File: src/rtl/core/jac_pkg.sv
// Shared types, constants and helper functions for the seven-joint Jacobian unit.
// Used by jac_front, jac_fifo, jac_back and the top level; depends on nothing.
package jac_pkg;

	localparam int NJ = 7;

	typedef logic signed [27:0] q_t;
	typedef logic signed [31:0] zang_t;
	typedef logic signed [31:0] pos_t;
	typedef logic signed [28:0] opa_t;
	typedef logic signed [29:0] opb_t;
	typedef logic signed [58:0] prod_t;
	typedef logic signed [60:0] sum_t;
	typedef logic signed [23:0] out_t;

	typedef struct packed {
		q_t [NJ-1:0] c;
		q_t [NJ-1:0] s;
	} sc_t;

	localparam q_t    CORDIC_GAIN = 28'sd10188014;
	localparam q_t    Q_ONE       = 28'sd16777216;
	localparam zang_t Q_PI        = 32'sd52707179;
	localparam zang_t Q_HALF_PI   = 32'sd26353589;
	localparam logic [4:0] CORDIC_LAST = 5'd23;

	localparam opb_t OFF_BASE_Z = 30'sd2623957;
	localparam opb_t OFF_0054   = 30'sd90597;
	localparam opb_t OFF_1284   = 30'sd2154195;
	localparam opb_t OFF_2104   = 30'sd3529926;
	localparam opb_t OFF_0064   = 30'sd107374;
	localparam opb_t OFF_2084   = 30'sd3496372;
	localparam opb_t OFF_1059   = 30'sd1776707;
	localparam opb_t TOOL_Z     = 30'sd998244;

	localparam sum_t OUT_MAX = 61'sd8388607;
	localparam sum_t OUT_MIN = -61'sd8388608;

	// Arctangent of 2^-i in Q24; from step 9 on it equals 2^(24-i).
	function automatic q_t atan_step(input logic [4:0] i);
		q_t r;
		unique case (i)
			5'd0: r = 28'sd13176795;
			5'd1: r = 28'sd7778716;
			5'd2: r = 28'sd4110060;
			5'd3: r = 28'sd2086331;
			5'd4: r = 28'sd1047214;
			5'd5: r = 28'sd524117;
			5'd6: r = 28'sd262123;
			5'd7: r = 28'sd131069;
			5'd8: r = 28'sd65536;
			default: r = Q_ONE >>> i;
		endcase
		return r;
	endfunction

	function automatic opb_t link_off(input logic [2:0] j, input logic [1:0] k);
		opb_t y;
		opb_t z;
		y = '0;
		z = '0;
		unique case (j)
			3'd0: z = OFF_BASE_Z;
			3'd1: begin y = OFF_0054; z = -OFF_1284; end
			3'd2: begin y = -OFF_2104; z = -OFF_0064; end
			3'd3: begin y = OFF_0064; z = -OFF_2104; end
			3'd4: begin y = -OFF_2084; z = -OFF_0064; end
			3'd5: z = -OFF_1059;
			default: y = -OFF_1059;
		endcase
		if (k == 2'd1) return y;
		if (k == 2'd2) return z;
		return '0;
	endfunction

	// Element (k, b) of the joint rotation built around Rz(angle).
	function automatic opb_t rot_elem(input logic [2:0] j, input logic [1:0] k,
			input logic [1:0] b, input q_t c, input q_t s);
		opb_t ce;
		opb_t se;
		opb_t one;
		opb_t r;
		ce = $signed({{2{c[27]}}, c});
		se = $signed({{2{s[27]}}, s});
		one = $signed({{2{Q_ONE[27]}}, Q_ONE});
		r = '0;
		if (k == 2'd0) begin
			if (b == 2'd0) r = ce;
			else if (b == 2'd1) r = -se;
		end else if (j == 3'd0) begin
			if (k == 2'd1 && b == 2'd0) r = -se;
			else if (k == 2'd1 && b == 2'd1) r = -ce;
			else if (k == 2'd2 && b == 2'd2) r = -one;
		end else if (j[0]) begin
			if (k == 2'd1 && b == 2'd2) r = -one;
			else if (k == 2'd2 && b == 2'd0) r = se;
			else if (k == 2'd2 && b == 2'd1) r = ce;
		end else begin
			if (k == 2'd1 && b == 2'd2) r = one;
			else if (k == 2'd2 && b == 2'd0) r = -se;
			else if (k == 2'd2 && b == 2'd1) r = -ce;
		end
		return r;
	endfunction

	function automatic out_t sat24(input sum_t v);
		if (v > OUT_MAX) return out_t'(24'sh7FFFFF);
		if (v < OUT_MIN) return out_t'(24'sh800000);
		return v[23:0];
	endfunction

endpackage

File: src/rtl/core/jac_fifo.sv
// Two-entry queue of per-item sine and cosine sets between front and back.
// Depends on jac_pkg for the entry type.
module jac_fifo import jac_pkg::*; (
	input  logic clk,
	input  logic arst_n,
	input  logic push,
	input  sc_t  push_data,
	output logic full,
	input  logic pop,
	output sc_t  pop_data,
	output logic empty
);

	sc_t        mem [0:1];
	logic       wr_q;
	logic       rd_q;
	logic [1:0] count_q;

	assign full = (count_q == 2'd2);
	assign empty = (count_q == 2'd0);
	assign pop_data = mem[rd_q];

	always_ff @(posedge clk or negedge arst_n) begin
		if (!arst_n) begin
			wr_q <= 1'b0;
			rd_q <= 1'b0;
			count_q <= '0;
		end else begin
			if (push) wr_q <= ~wr_q;
			if (pop) rd_q <= ~rd_q;
			if (push && !pop) count_q <= count_q + 2'd1;
			else if (pop && !push) count_q <= count_q - 2'd1;
		end
	end

	always_ff @(posedge clk) begin
		if (push) mem[wr_q] <= push_data;
	end

endmodule

File: config.mk
export PLATFORM = sky130hd
export DESIGN_NAME = jac_fifo
export DESIGN_NICKNAME = d
export VERILOG_FILES = /design/src/rtl/core/jac_pkg.sv /design/src/rtl/core/jac_fifo.sv
export SDC_FILE = /design/constraint.sdc
export NUM_CORES = 1
export LEC_CHECK = 0
export BUFFER_PORTS_ARGS = -buffer_cell sky130_fd_sc_hd__buf_2
export CAP_MARGIN = 10
export CORE_AREA = 2 2 303 305
export DETAILED_ROUTE_END_ITERATION = 10
export DIE_AREA = 0 0 305 307
export PLACE_DENSITY = 0.65
export SETUP_SLACK_MARGIN = 0.1
export SLEW_MARGIN = 15
export SYNTH_ARGS = -nofsm -noshare
export SYNTH_HDL_FRONTEND = slang
export SYNTH_SLANG_ARGS = --single-unit
File: constraint.sdc
create_clock -name clk -period 57.9 [get_ports clk]
set_clock_uncertainty 0.05 [all_clocks]
set_input_delay 11.58 -clock clk [delete_from_list [all_inputs] [get_ports clk]]
set_output_delay 11.58 -clock clk [all_outputs]
set_load 0.01 [all_outputs]
==> results by group <==
Timing
  • Minimum clock period: approximately 17 ns
  • RSZ-0062 raised after global routing: no
  • Worst hold margin: around 0.44 ns
  • Final Hold Viols: 0
  • Max Transition Viols Final: 0
  • Max-slew headroom: about a quarter
  • Sum of negative setup slack: 0 ns
  • Endpoints failing setup: 0
  • Tcrit/Tclk final: between 20 and 30%
  • Post-route setup slack: about 41 ns
  • Worst slew pin tran: approximately 1.2 ns
  • Max Freq: 58.1 MHz

Critical path
  • Critical Path Sink Type: output port
  • Most common cell on crit path: buf_4
  • Max incr delay on CP: roughly 0.98 ns
  • Required time of the critical path: roughly 46 ns
  • Worst EP arrival: about 5.6 ns
  • Crit path max fanout: 57
  • Worst setup SP type: register
  • Slowest cell on crit path: dfrtp_4
  • CP Cell Sequence: buf_4 -> buf_4 -> buf_4 -> buf_4 -> mux2_2 -> buf_2
  • Setup Crit Path Kind: register to output port

Synth
  • Syn_nets: ~1600
  • Largest cells by area after synthesis: edfxtp_1 78%, mux2_4 18%, buf_6 1.1%
  • Yosys top cell area share: between 70 and 80%
  • Mean Syn Cell Area: around 24 um^2
  • Yosys warning count: 0
  • Synth Register Bits: between 700 and 800
  • Area leader, netlist: edfxtp_1
  • Synth Instances: ~1200
  • Synth unique cells: 15
  • Sequential area share after synthesis: 78.6%
  • Netlist Area Pre-Place: 30100 um^2

Clocking
  • CTS clk-pin slew, worst paths: about 0.060 ns
  • Clk sinks: 788
  • Max clock buf depth: 3
  • Setup Buffers After CTS: 0
  • CTS tree: yes
  • Root buf cell: clkbuf_16
  • CTS Buf Count: 83
  • CTS H-tree lvls: 3
  • Post-cts resize count: 0
  • Clock latency on the worst-skew pair: between 0.6 and 0.7 ns
  • Cts hold-fix bufs: 0

Drt
  • Wirelength per Cell: about 21 um
  • Detailed-route via count: between 10000 and 15000
  • Post-DR vias/cell: about 4.4
  • Post-DRT Antenna Nets: 0
  • Post-Route WL: between 60 and 70 mm
  • DRT Pass-1 Iters: 4
  • Initial detailed-routing violation count: a little over 900
  • Drt drc: 0

Global route
  • Pin count of the biggest net entering global routing: 170
  • First-pass GRT wire length: a little under 100 mm
  • Grt ovf: 0
  • Total Routing Usage GR: 14.0%
  • Initial antenna violation count: 27
  • Vias in the first global route: 15900

Finish
  • Fraction of layout cells with a size suffix above 1: approximately three fifths
  • Commonest cells after routing, fill and taps aside: 789 x buf_2, 784 x edfxtp_1, 370 x mux2_4
  • Commonest non-fill, non-tap cell in the layout: buf_2
  • P&R area growth vs syn: 26.0%
  • Layout net count: 2477

Run
  • Max_cap viols: 0

Placement
  • Pre-CTS WS: 41.33 ns
  • DPL Wire Length: around 49 mm
  • GP Congestion: roughly 0.8
  • IO Port Bufs: between 700 and 800

Die
  • Rows: 111
  • Die Wd: between 300 and 400 um
  • Num ports: 790
  • Die ar.: approximately 94000 um^2
  • Die height: just over 300 um
  • Initial Utilization: between 30 and 40%
  • Core area: 90700 um^2

Power
  • VDD IR-drop max: between 40 and 50 uV
  • Static Leak: between 15 and 20 nW
  • Overall Power: between 1.5 and 2 mW
  • PD cells: between 50 and 60 nW/um^2

Status
  • Status: finished, final reports clean

Min path
  • Worst Hold Class: register to register
[stage by stage]
step           std cells  util, %  area [um^2]
6_report            3342     41.8        37900
2_1_floorplan       1236        -        30100
3_3_place_gp        3181     38.7        35100
5_1_grt             3338     41.8        37900
4_1_cts             3333     41.7        37900
3_5_place_dp        3181     38.7        35100
[final cells by class]
type,count,area (um^2)
fillers,8053,52800
well taps,1186,1480
inverters,1,3.75
diodes,9,22.5
clock inverters,49,547
repair buffers,803,4090
multi-input cells,403,5900
clock buffers,103,2190
flip-flops and latches,788,23600
[flip-flops by register name, summed over array words and instances (netlist names)]
| register | count |
|---|---|
| mem | 784 |
| count_q | 2 |
| rd_q | 1 |
| wr_q | 1 |
[path summary, 6_finish.rpt]
check | cells past startpoint | slack [ns] | from | endpoint
max | 6 | 40.70 | rd_q | pop_data[389]
min in group asynchronous | 1 | 10.70 | arst_n | count_q[1]
max in group asynchronous | 1 | 46.96 | arst_n | rd_q
min reg2reg | 1 | 0.44 | count_q[1] | count_q[1]
min | 1 | 0.44 | count_q[1] | count_q[1]
max reg2reg | 4 | 54.31 | wr_q | mem[0][262]
[cells in the mapped netlist, drive strengths merged]
| cell | n |
|---|---|
| edfxtp | 784 |
| mux2 | 392 |
| buf | 44 |
| dfrtp | 4 |
| xor2 | 4 |
| nor2 | 2 |
| nor2b | 2 |
| and2 | 1 |
| ha | 1 |
| inv | 1 |
| xnor2 | 1 |
[kinds of logic after synthesis]
kind of cell	synth area share, %
DFF	78.6
xor gates and xnor gates	0.146
buffers and inverters	1.81
adders and majority gates	0.0416
muxes	19.3
and+or+nand+nor	0.0874
[worst max-delay path: cells and delay by family (launching register included)]
kind / cells / cell delay, ns
multiplexers: 1 / 0.42
flip-flops: 1 / 0.98
buffers and inverters: 5 / 3.34
[metal layers]
metal	GRT usage [%]	up-vias	wire length (um)
met4	4.71	26	1800
li1	-	6661	-
met2	25.5	622	36500
met5	0	-	172
met1	14.3	7370	24000
met3	5.93	142	6350
[report_power, final]
group          switching (mW)  leakage (nW)  internal [mW]
clock                   0.212          1.34          0.319
combinational           0.299          6.36          0.291
sequential             0.0371          7.40          0.759
Note: power is estimated with default switching activity, not from simulation.
